## config.mk

```make
export PLATFORM = sky130hd
export DESIGN_NAME = hard_iron_calibrated_compass_heading
export DESIGN_NICKNAME = d
export VERILOG_FILES = /design/src/hdl/hich_pkg.sv /design/src/hdl/hich_axis_lane.sv /design/src/hdl/hich_cordic.sv /design/src/hdl/hard_iron_calibrated_compass_heading.sv
export SDC_FILE = /design/constraint.sdc
export NUM_CORES = 1
export LEC_CHECK = 0
export ABC_CLOCK_PERIOD_IN_PS = 9700
export BUFFER_PORTS_ARGS = -buffer_cell sky130_fd_sc_hd__buf_2
export CAP_MARGIN = 20
export CORE_ASPECT_RATIO = 0.9
export CORE_UTILIZATION = 45
export CTS_BUF_LIST = sky130_fd_sc_hd__clkbuf_2 sky130_fd_sc_hd__clkbuf_4 sky130_fd_sc_hd__clkbuf_8
export CTS_CLUSTER_SIZE = 20
export DETAILED_ROUTE_END_ITERATION = 16
export HOLD_SLACK_MARGIN = 0.06
export PLACE_DENSITY = 0.66
export SYNTH_ARGS = -nofsm -noshare
export SYNTH_HDL_FRONTEND = slang
export SYNTH_SLANG_ARGS = --single-unit
```

## constraint.sdc

```tcl
create_clock -name clk -period 9.7 [get_ports clk]
set_input_delay 0.97 -clock clk [delete_from_list [all_inputs] [get_ports clk]]
set_output_delay 0.97 -clock clk [all_outputs]
set_load 0.03 [all_outputs]
```

## src/hdl/hich_pkg.sv

```systemverilog
package hich_pkg;

    localparam int IO_W         = 16;
    localparam int ANG_FRAC     = 16;
    localparam int ANG_W        = 26;
    localparam int CORDIC_STEPS = 16;
    localparam int STEP_W       = 4;

    typedef enum logic [1:0] {
        CMD_START   = 2'd0,
        CMD_SAMPLE  = 2'd1,
        CMD_FINISH  = 2'd2,
        CMD_MEASURE = 2'd3
    } cmd_t;

    typedef enum logic [1:0] {
        ST_IDLE,
        ST_EVAL,
        ST_CORDIC,
        ST_HOLD
    } top_state_t;

    typedef enum logic [1:0] {
        CS_IDLE,
        CS_RUN,
        CS_WRAP,
        CS_ROUND
    } cordic_state_t;

    typedef struct packed {
        logic            done;
        logic [IO_W-1:0] heading;
    } heading_res_t;

    // atan(2^-i) in degrees, Q16
    localparam logic signed [ANG_W-1:0] ATAN_TAB [CORDIC_STEPS] = '{
        26'sd2949120, 26'sd1740967, 26'sd919879, 26'sd466945,
        26'sd234379,  26'sd117304,  26'sd58666,  26'sd29335,
        26'sd14668,   26'sd7334,    26'sd3667,   26'sd1833,
        26'sd917,     26'sd458,     26'sd229,    26'sd115
    };

    localparam logic signed [ANG_W-1:0] ANG_HALF = 26'sd11796480;
    localparam logic signed [ANG_W-1:0] ANG_FULL = 26'sd23592960;

endpackage

```

## src/hdl/hich_axis_lane.sv

```systemverilog
module hich_axis_lane #(
    parameter int SAMPLE_BITS = 16
) (
    input  logic                          clk,
    input  logic                          rst_n,
    input  logic                          load,
    input  hich_pkg::cmd_t                cmd,
    input  logic signed [SAMPLE_BITS-1:0] raw,
    output logic signed [SAMPLE_BITS-1:0] res
);
    import hich_pkg::*;

    localparam logic signed [SAMPLE_BITS-1:0] S_HI = {1'b0, {(SAMPLE_BITS-1){1'b1}}};
    localparam logic signed [SAMPLE_BITS-1:0] S_LO = {1'b1, {(SAMPLE_BITS-1){1'b0}}};

    logic signed [SAMPLE_BITS-1:0] min_reg, min_next;
    logic signed [SAMPLE_BITS-1:0] max_reg, max_next;
    logic signed [SAMPLE_BITS-1:0] off_reg, off_next;
    logic signed [SAMPLE_BITS-1:0] res_reg, res_next;
    logic signed [SAMPLE_BITS:0]   sum;
    logic signed [SAMPLE_BITS:0]   sum_adj;
    logic signed [SAMPLE_BITS-1:0] half;
    logic signed [SAMPLE_BITS-1:0] diff;

    // midpoint, truncated toward zero
    assign sum     = {min_reg[SAMPLE_BITS-1], min_reg} + {max_reg[SAMPLE_BITS-1], max_reg};
    assign sum_adj = sum + {{SAMPLE_BITS{1'b0}}, sum[SAMPLE_BITS]};
    assign half    = sum_adj[SAMPLE_BITS:1];
    assign diff    = raw - off_reg;

    always_comb
    begin
        min_next = min_reg;
        max_next = max_reg;
        off_next = off_reg;
        res_next = '0;
        if (load)
        begin
            case (cmd)
                CMD_START:
                begin
                    min_next = S_HI;
                    max_next = S_LO;
                end
                CMD_SAMPLE:
                begin
                    if (raw < min_reg)
                        min_next = raw;
                    if (raw > max_reg)
                        max_next = raw;
                end
                CMD_FINISH:
                begin
                    off_next = half;
                    res_next = half;
                end
                CMD_MEASURE:
                    res_next = diff;
                default:
                    res_next = '0;
            endcase
        end
    end

    always_ff @(posedge clk or negedge rst_n)
    begin
        if (!rst_n)
        begin
            min_reg <= S_HI;
            max_reg <= S_LO;
            off_reg <= '0;
        end
        else
        begin
            min_reg <= min_next;
            max_reg <= max_next;
            off_reg <= off_next;
        end
    end

    always_ff @(posedge clk)
    begin
        if (load)
            res_reg <= res_next;
    end

    assign res = res_reg;

    a_track_order: assert property (@(posedge clk) disable iff (!rst_n)
        (load && cmd == CMD_SAMPLE) |=> (max_reg >= min_reg))
        else $error("tracker max below min after sample");

endmodule

```

## src/hdl/hich_cordic.sv

```systemverilog
module hich_cordic #(
    parameter int SAMPLE_BITS       = 16,
    parameter int HEADING_FRAC_BITS = 7
) (
    input  logic                          clk,
    input  logic                          rst_n,
    input  logic                          start,
    input  logic signed [SAMPLE_BITS-1:0] cx,
    input  logic signed [SAMPLE_BITS-1:0] cy,
    output hich_pkg::heading_res_t        res
);
    import hich_pkg::*;

    localparam int XW = SAMPLE_BITS + 11;
    localparam int SH = ANG_FRAC - HEADING_FRAC_BITS;
    localparam int HW = HEADING_FRAC_BITS + 10;
    localparam logic signed [ANG_W-1:0] RND = ANG_W'(1) <<< (SH - 1);
    localparam logic [HW-1:0] TOP = HW'(360) << HEADING_FRAC_BITS;

    cordic_state_t state_reg, state_next;
    logic [STEP_W-1:0]    step_reg, step_next;
    logic signed [XW-1:0] x_reg, x_next;
    logic signed [XW-1:0] y_reg, y_next;
    logic signed [ANG_W-1:0] ang_reg, ang_next;
    logic zero_reg, zero_next;

    logic signed [XW-1:0] x_init, y_init;
    logic signed [XW-1:0] dx, dy;
    logic                 y_pos;
    logic [HW-1:0]        h_raw, h_wrap;

    assign x_init = XW'(cx) <<< 8;
    assign y_init = XW'(cy) <<< 8;
    assign dx     = y_reg >>> step_reg;
    assign dy     = x_reg >>> step_reg;
    assign y_pos  = !y_reg[XW-1] && (|y_reg);
    assign h_raw  = HW'($unsigned(ang_reg) >> SH);
    assign h_wrap = (h_raw >= TOP) ? (h_raw - TOP) : h_raw;

    always_comb
    begin
        state_next = state_reg;
        case (state_reg)
            CS_IDLE:
                if (start)
                    state_next = CS_RUN;
            CS_RUN:
                if (step_reg == STEP_W'(CORDIC_STEPS - 1))
                    state_next = CS_WRAP;
            CS_WRAP:
                state_next = CS_ROUND;
            CS_ROUND:
                state_next = CS_IDLE;
            default:
                state_next = CS_IDLE;
        endcase
    end

    always_comb
    begin
        step_next = step_reg;
        x_next    = x_reg;
        y_next    = y_reg;
        ang_next  = ang_reg;
        zero_next = zero_reg;
        case (state_reg)
            CS_IDLE:
                if (start)
                begin
                    step_next = '0;
                    zero_next = (cx == '0) && (cy == '0);
                    if (cx[SAMPLE_BITS-1])
                    begin
                        x_next   = -x_init;
                        y_next   = -y_init;
                        ang_next = ANG_HALF;
                    end
                    else
                    begin
                        x_next   = x_init;
                        y_next   = y_init;
                        ang_next = '0;
                    end
                end
            CS_RUN:
            begin
                step_next = step_reg + 1'b1;
                if (y_pos)
                begin
                    x_next   = x_reg + dx;
                    y_next   = y_reg - dy;
                    ang_next = ang_reg + ATAN_TAB[step_reg];
                end
                else
                begin
                    x_next   = x_reg - dx;
                    y_next   = y_reg + dy;
                    ang_next = ang_reg - ATAN_TAB[step_reg];
                end
            end
            CS_WRAP:
                ang_next = ang_reg + (ang_reg[ANG_W-1] ? ANG_FULL : '0) + RND;
            CS_ROUND:
                ang_next = ang_reg;
            default:
                ang_next = ang_reg;
        endcase
    end

    always_comb
    begin
        res.done    = (state_reg == CS_ROUND);
        res.heading = zero_reg ? '0 : IO_W'(h_wrap);
    end

    always_ff @(posedge clk or negedge rst_n)
    begin
        if (!rst_n)
            state_reg <= CS_IDLE;
        else
            state_reg <= state_next;
    end

    always_ff @(posedge clk)
    begin
        step_reg <= step_next;
        x_reg    <= x_next;
        y_reg    <= y_next;
        ang_reg  <= ang_next;
        zero_reg <= zero_next;
    end

    a_run_ends: assert property (@(posedge clk) disable iff (!rst_n)
        (state_reg == CS_RUN && step_reg == STEP_W'(CORDIC_STEPS - 1)) |=>
        (state_reg == CS_WRAP))
        else $error("rotation did not end after last step");

    a_heading_range: assert property (@(posedge clk) disable iff (!rst_n)
        (state_reg == CS_ROUND) |-> (h_wrap < TOP))
        else $error("heading outside one turn");

endmodule

```

## src/hdl/hard_iron_calibrated_compass_heading.sv

```systemverilog
// Flow: an accepted word is evaluated, measure words then run through the CORDIC unit,
// and the result is held until it moves to the output register. One word at a time:
// the next word is taken only after that move, which stalls while the output is full and not ready.
// Measure words pass through the 16-step CORDIC unit plus wrap and round.
// Reset: asynchronous, active low; clears trackers to full scale, offsets to
// zero and empties the output register.
module hard_iron_calibrated_compass_heading #(
    parameter int SAMPLE_BITS       = 16,
    parameter int HEADING_FRAC_BITS = 7
) (
    input  logic                            clk,
    input  logic                            rst_n,
    input  logic                            in_valid,
    output logic                            in_ready,
    input  logic [1:0]                      cmd,
    input  logic signed [hich_pkg::IO_W-1:0] x_raw,
    input  logic signed [hich_pkg::IO_W-1:0] y_raw,
    input  logic signed [hich_pkg::IO_W-1:0] z_raw,
    output logic                            out_valid,
    input  logic                            out_ready,
    output logic signed [hich_pkg::IO_W-1:0] x_out,
    output logic signed [hich_pkg::IO_W-1:0] y_out,
    output logic signed [hich_pkg::IO_W-1:0] z_out,
    output logic [hich_pkg::IO_W-1:0]       heading_deg,
    output logic                            heading_valid
);
    import hich_pkg::*;

    top_state_t state_reg, state_next;
    cmd_t       cmd_reg;
    logic       accept;
    logic       cordic_start;
    logic       load_out;
    logic       out_valid_reg;
    logic [IO_W-1:0] heading_reg, heading_next;
    logic signed [IO_W-1:0] x_out_reg, y_out_reg, z_out_reg;
    logic [IO_W-1:0] hd_out_reg;
    logic            hv_out_reg;

    logic signed [SAMPLE_BITS-1:0] x_res, y_res, z_res;
    heading_res_t cres;

    assign accept = in_valid && in_ready;

    hich_axis_lane #(.SAMPLE_BITS(SAMPLE_BITS)) u_lane_x (
        .clk  (clk),
        .rst_n(rst_n),
        .load (accept),
        .cmd  (cmd_t'(cmd)),
        .raw  ($signed(x_raw[SAMPLE_BITS-1:0])),
        .res  (x_res)
    );

    hich_axis_lane #(.SAMPLE_BITS(SAMPLE_BITS)) u_lane_y (
        .clk  (clk),
        .rst_n(rst_n),
        .load (accept),
        .cmd  (cmd_t'(cmd)),
        .raw  ($signed(y_raw[SAMPLE_BITS-1:0])),
        .res  (y_res)
    );

    hich_axis_lane #(.SAMPLE_BITS(SAMPLE_BITS)) u_lane_z (
        .clk  (clk),
        .rst_n(rst_n),
        .load (accept),
        .cmd  (cmd_t'(cmd)),
        .raw  ($signed(z_raw[SAMPLE_BITS-1:0])),
        .res  (z_res)
    );

    hich_cordic #(
        .SAMPLE_BITS      (SAMPLE_BITS),
        .HEADING_FRAC_BITS(HEADING_FRAC_BITS)
    ) u_cordic (
        .clk  (clk),
        .rst_n(rst_n),
        .start(cordic_start),
        .cx   (x_res),
        .cy   (y_res),
        .res  (cres)
    );

    always_comb
    begin
        state_next = state_reg;
        case (state_reg)
            ST_IDLE:
                if (in_valid)
                    state_next = ST_EVAL;
            ST_EVAL:
                state_next = (cmd_reg == CMD_MEASURE) ? ST_CORDIC : ST_HOLD;
            ST_CORDIC:
                if (cres.done)
                    state_next = ST_HOLD;
            ST_HOLD:
                if (!out_valid_reg || out_ready)
                    state_next = ST_IDLE;
            default:
                state_next = ST_IDLE;
        endcase
    end

    always_comb
    begin
        in_ready     = 1'b0;
        cordic_start = 1'b0;
        load_out     = 1'b0;
        heading_next = heading_reg;
        case (state_reg)
            ST_IDLE:
                in_ready = 1'b1;
            ST_EVAL:
            begin
                cordic_start = (cmd_reg == CMD_MEASURE);
                heading_next = '0;
            end
            ST_CORDIC:
                if (cres.done)
                    heading_next = cres.heading;
            ST_HOLD:
                load_out = !out_valid_reg || out_ready;
            default:
                in_ready = 1'b0;
        endcase
    end

    always_ff @(posedge clk or negedge rst_n)
    begin
        if (!rst_n)
        begin
            state_reg     <= ST_IDLE;
            out_valid_reg <= 1'b0;
        end
        else
        begin
            state_reg <= state_next;
            if (load_out)
                out_valid_reg <= 1'b1;
            else if (out_ready)
                out_valid_reg <= 1'b0;
        end
    end

    always_ff @(posedge clk)
    begin
        if (accept)
            cmd_reg <= cmd_t'(cmd);
        heading_reg <= heading_next;
        if (load_out)
        begin
            x_out_reg  <= IO_W'(x_res);
            y_out_reg  <= IO_W'(y_res);
            z_out_reg  <= IO_W'(z_res);
            hd_out_reg <= heading_reg;
            hv_out_reg <= (cmd_reg == CMD_MEASURE);
        end
    end

    assign out_valid     = out_valid_reg;
    assign x_out         = x_out_reg;
    assign y_out         = y_out_reg;
    assign z_out         = z_out_reg;
    assign heading_deg   = hd_out_reg;
    assign heading_valid = hv_out_reg;

    a_accept_eval: assert property (@(posedge clk) disable iff (!rst_n)
        accept |=> (state_reg == ST_EVAL))
        else $error("accepted word did not reach evaluation");

    a_done_in_cordic: assert property (@(posedge clk) disable iff (!rst_n)
        cres.done |-> (state_reg == ST_CORDIC))
        else $error("heading done outside measure");

    a_no_heading: assert property (@(posedge clk) disable iff (!rst_n)
        (out_valid && !heading_valid) |-> (heading_deg == '0))
        else $error("heading set on non-measure word");

endmodule
```

==> results of run 1 <==
## how the worst max path moves through the flow
stage                         start                   end  slack (ns)  cells past startpoint
2_1_floorplan  u_cordic.step_reg[1]  u_cordic.ang_reg[23]        3.96                     22
3_3_place_gp      u_cordic.y_reg[1]    u_cordic.y_reg[25]        3.24                     19
3_5_place_dp      u_cordic.y_reg[1]    u_cordic.y_reg[25]        3.16                     19
4_1_cts           u_cordic.y_reg[1]    u_cordic.y_reg[25]        3.13                     19
5_1_grt        u_cordic.step_reg[0]    u_cordic.x_reg[25]        2.54                     20
6_report       u_cordic.step_reg[0]    u_cordic.x_reg[25]        3.11                     20
## metal layers
| metal | vias up | part of all wire, % | track usage, % | wire, um |
|---|---|---|---|---|
| li1 | 13000 | - | - | - |
| met1 | 12800 | 46 | 31.9 | 39700 |
| met2 | 746 | 45 | 37.8 | 39100 |
| met3 | 152 | 5.9 | 3.91 | 5100 |
| met4 | 0 | 2.9 | 7.78 | 2550 |
| met5 | - | 0 | 0 | 0 |
## synth_stat cells (all sizes together), types with 26 or more instances
cell type	instances
inv	231
nand2	273
dfstp	48
mux4	67
a21o	76
nor3	94
a211oi	29
a31oi	36
xnor2	166
or3	34
o211ai	27
nand4	35
o22ai	26
nor2	265
dfrtp	101
xor2	124
nand2b	48
nor2b	55
o21ai	189
ha	307
nand3	65
buf	36
a21oi	210
o21a	41
edfxtp	216
a22o	50
and2	77
clkbuf	102
mux2	41
mux2i	74
## critical path: stages (launching register included)
cell and delay [ns]:
edfxtp_1 0.34, buf_4 0.50, buf_4 0.57, mux4_2 0.62
mux2_1 0.35, or3b_2 0.51, a21oi_1 0.19, and3b_1 0.25
a41oi_1 0.15, xnor2_1 0.19, ha_1 0.36, a21oi_1 0.28
o21ai_0 0.13, a21o_1 0.18, a21o_1 0.18, a32oi_1 0.30
o22ai_1 0.19, o41ai_1 0.49, o21ai_0 0.22, xor2_1 0.17
and2_1 0.16
## stage by stage
step | cell area, um^2 | std cells
final | 35200 | 4572
after global routing | 35200 | 4572
after CTS | 35200 | 4568
after detailed placement | 33800 | 4440
after global placement | 33800 | 4440
after floorplan | 32300 | 3486
## layout by cell type (no fill, tap or decap), types with 91 or more instances in the layout
cell type  instances
edfxtp_1         216
nand2_1          271
buf_2            119
ha_1             306
o21ai_0          183
nor2_1           263
inv_1            229
xor2_1           124
dfrtp_1          101
nor3_1            91
xnor2_1          166
a21oi_1          206
## kinds of logic after synthesis
kind of cell / Yosys count
mux: 182
simple gates: 1064
xor+xnor: 290
fa+ha+maj: 316
buf+inv: 370
flops: 365
compound gates: 899
## layout make-up
cell class,instances,area (um^2)
diodes,2,5.00
clock buffers,96,1180
clock inverters,32,235
fillers,6750,35200
inverters,232,871
multi-input cells,2751,20600
flip-flops and latches,365,10300
well taps,940,1180
repair buffers,154,886
==> metrics, run 1 <==
status=finished clean; Avg Inst Size Synth=9.25 um^2; IO buf count=120; Synth Area in XOR/XNOR=7.87%; synthesized instance count=3,486; Mapped Nets=3,856; Clock Latency Late Sink=0.66 ns; vias in the first global route=25,700; Synth Area in Adders=12.5%; Arrival @ worst endpoint=7.00 ns; largest net degree at the start of global routing=96; Slew Viols, Final=0; Clock Path Buffers=3; Yosys top cell area share=20.1%; FP Rows=92; WHS=0.387 ns; Synth area leaders=edfxtp_1 (20%), ha_1 (12%), dfrtp_1 (7.8%), xnor2_1 (4.5%), mux4_2 (4.5%); TritonCTS clock tree=built; final RePlAce weighted congestion=0.928; Simple-Gate Fraction of Synth Area=16.3%; post-CTS resize count=0; kind of critical path=register to register; Post-CTS Setup Repair Bufs=0; hpwl dp=64,000 um; root buf cell=clkbuf_8; Avg Vias per Cell=5.85; Worst-Margin Slew=1.09 ns; reg2reg end=u_cordic.x_reg[25]; worst clock skew=0.0436 ns; Worst-path clk slew=0.06 ns; sequential area share after synthesis=31.8%; first-pass GRT wire length=138,000 um; layout cells sized above 1=13.1%; Initial Utilization=45.8%; R2R depth=20; CTS buffer count=70; die area=72,800 um^2; Die H=256 um; RSZ-0062 raised after global routing=no; type of origin of the critical path=register; # DRC=0; Placement Setup Slack=3.16 ns; grt ovf=0; critical path capture point type=register; Post-synth EDFFs=216; Final Cycle Share=67.9%; Async SR Flop Fraction=40.8%; Setup WS post-layout=3.11 ns; Most used DFF post-synth=edfxtp_1; Synth warnings=0; drt initial violations=2,185; #FFs+latches synth=365; core region area=70,400 um^2; TNS Setup=0 ns; Die X=284 um; routed len/inst=18.9 um; Reg2Reg Setup Slack=3.11 ns; fin nets=3,944; total number of vias=26,700; fin util=50.0%; mapped cell area=32,300 um^2; DRT Pass-1 Iters=6; clock sinks=365; Final ANT Viol Nets=0; Fmax=152 MHz; Post-Route WL=86,400 um; post-route minimum period=6.59 ns; initial antenna violation count=1; Cell variety after synth=95; hold bufs inserted after CTS=0; multiplexer share of the synthesized area=8.44%; P&R area growth vs syn=9.16%; post-synthesis compound-gate area fraction=18.6%; Worst Hold Class=input port to async pin; maxcap violations=0; reg2reg start=u_cordic.step_reg[0]; main combinational cell family by area after synthesis=compound AO/OA/AOI/OAI gates; final setup fails=0; post-synth top area cell=edfxtp_1; IO Pins=121; H-tree depth=3; WP data required=10.11 ns; All-Layer GR Usage=23.4%; CP max FO=39; Fin. Hold Viols=0; Slew HR=27.2%
Power of run 1 is left out: the tool's default activity adds up to more than one toggle a clock period on the data nets, which glitch-free logic cannot reach.
==> run 2: changes to the inputs <==
Settings changed: ABC_CLOCK_PERIOD_IN_PS 9700 to 6700.
Clock period 9.7 ns to 6.7 ns, I/O delays scaled along.
==> run 2 against run 1 <==
Register-to-register slack got worse by 2.5 ns. Global-route usage is 0.18 points higher. Cell count grew 0.31%. Die area unchanged. Final area rose by 0.47%. Non-clock buffer count grew 10. Critical path type unchanged. Wire length up 0.46%. Count of clock-buffer cells in the layout down 6. Sequential cell count unchanged.
==> metrics, run 2 (synthesis gave the netlist of run 1 again) <==
status=finished clean; cell area after layout=35,400 um^2 (+0.47%); TNS Setup=0 ns (unchanged); vias in the first global route=25,900 (+0.76%); Worst-Margin Slew=1.09 ns (+0.00238 ns); # DRC=0 (unchanged); reg2reg start=u_cordic.step_reg[0]; Slew HR=26.9% (-0.33 points); Initial Utilization=45.8% (unchanged); worst clock skew=0.0435 ns (-0.0000921 ns); critical path capture point type=register; total number of vias=26,900 (+0.72%); hpwl dp=64,400 um (+0.52%); Final Cycle Share=90.8% (+23 points); routed len/inst=18.9 um (+0.16%); Clock Path Buffers=3 (unchanged); IO buf count=120 (unchanged); P&R area growth vs syn=9.68%; drt initial violations=2,161 (-1.1%); maxcap violations=0 (unchanged); Die X=284 um (unchanged); placed cell area=33,900 um^2 (+0.30%); hold bufs inserted after CTS=0 (unchanged); Fill cells=6,612 (-2.0%); initial antenna violation count=2 (+1); CTS buffer count=72 (+2.9%); type of origin of the critical path=register; Worst Hold Class=input port to async pin; die area=72,800 um^2 (unchanged); Post-CTS Setup Repair Bufs=0 (unchanged); root buf cell=clkbuf_8; WP data required=7.12 ns (-2.99 ns); layout cells sized above 1=13.2% (+0.11 points); Post-Route WL=86,800 um (+0.46%); IO Pins=121 (unchanged); post-route minimum period=6.08 ns (-0.504 ns); core region area=70,400 um^2 (unchanged); Slew Viols, Final=0 (unchanged); Reg2Reg Setup Slack=0.62 ns (-2.50 ns); largest net degree at the start of global routing=96 (unchanged); Arrival @ worst endpoint=6.50 ns (-0.50 ns); Clock Latency Late Sink=0.67 ns (about the same); Fin. Hold Viols=0 (unchanged); grt ovf=0 (unchanged); most common cell after layout, fill and taps aside=ha_1; RSZ-0062 raised after global routing=no; final RePlAce weighted congestion=0.917 (-1.2%); final setup fails=0 (unchanged); post-CTS resize count=0 (unchanged); TritonCTS clock tree=built; Avg Vias per Cell=5.87 (+0.41%); Final ANT Viol Nets=0 (unchanged); DRT Pass-1 Iters=6 (unchanged); first-pass GRT wire length=140,000 um (+1.1%); Worst-path clk slew=0.07 ns (about the same); highest-count cells in the layout ignoring fill and taps=ha_1 (306), nand2_1 (271), nor2_1 (263), inv_1 (229), edfxtp_1 (216); clock sinks=365 (unchanged); CP max FO=13 (-67%); H-tree depth=3 (unchanged); R2R depth=19 (-5.0%); kind of critical path=register to register; FP Rows=92 (unchanged); fin nets=3,956 (+0.30%); Die H=256 um (unchanged); reg2reg end=u_cordic.x_reg[25]; Fmax=164 MHz (+8.3%); All-Layer GR Usage=23.6% (+0.18 points)
[run 2: through the flow]
stage	hold WS [ns]	utilization (%)	cells	worst slack [ns]
5_1_grt	0.0885	50.2	4586	0.189
6_report	0.0475	50.2	4586	0.616
3_5_place_dp	0.405	48.1	4450	0.704
3_3_place_gp	0.400	48.1	4450	0.841
4_1_cts	0.0645	50.2	4582	0.641
2_1_floorplan	0.374	-	3486	0.965
[run 2: area by class of cell]
cell class	count	area (um^2)	area share, %
Timing Repair Buffer	164	986	2.79
Multi-Input combinational cell	2751	20600	58.2
Clock buffer	90	1150	3.25
Clock inverter	42	328	0.926
Inverter	232	871	2.46
Antenna cell	2	5.00	0.0141
Tap cell	940	1180	3.32
Sequential cell	365	10300	29.0
[run 2: metal layers]
| layer | part of all wire [%] | up-vias | track usage, % |
|---|---|---|---|
| met5 | 0 | - | 0 |
| met4 | 2.6 | 0 | 6.60 |
| met3 | 6.1 | 164 | 3.52 |
| met2 | 45 | 846 | 37.7 |
| met1 | 46 | 12900 | 33.1 |
| li1 | - | 13100 | - |
[run 2: worst max path at each step]
stage,start,slack [ns],cells past startpoint,endpoint
global route,u_cordic.step_reg[0],0.19,19,u_cordic.x_reg[24]
finish,u_cordic.step_reg[0],0.62,19,u_cordic.x_reg[25]
floorplan,u_cordic.step_reg[1],0.96,22,u_cordic.ang_reg[23]
detailed placement,u_cordic.step_reg[0],0.70,21,u_cordic.y_reg[25]
CTS,u_cordic.step_reg[0],0.64,21,u_cordic.y_reg[25]
global placement,u_cordic.step_reg[0],0.84,20,u_cordic.x_reg[24]
[run 2: worst max-delay path, cell delays in order, from the launching register on]
cell and delay [ns]:
edfxtp_1 0.83, buf_4 0.27, mux4_1 0.57, mux2_2 0.29, or3_4 0.40, a21oi_1 0.21
and3b_1 0.26, a41oi_1 0.15, xnor2_1 0.18, ha_1 0.35, a21oi_1 0.27, o21ai_0 0.12
a21o_1 0.18, a21o_1 0.18, a32oi_1 0.35, o22ai_1 0.19, o41ai_1 0.48, o21ai_0 0.21
xor2_1 0.17, and2_1 0.16
Power of run 2 is left out for the same reason.
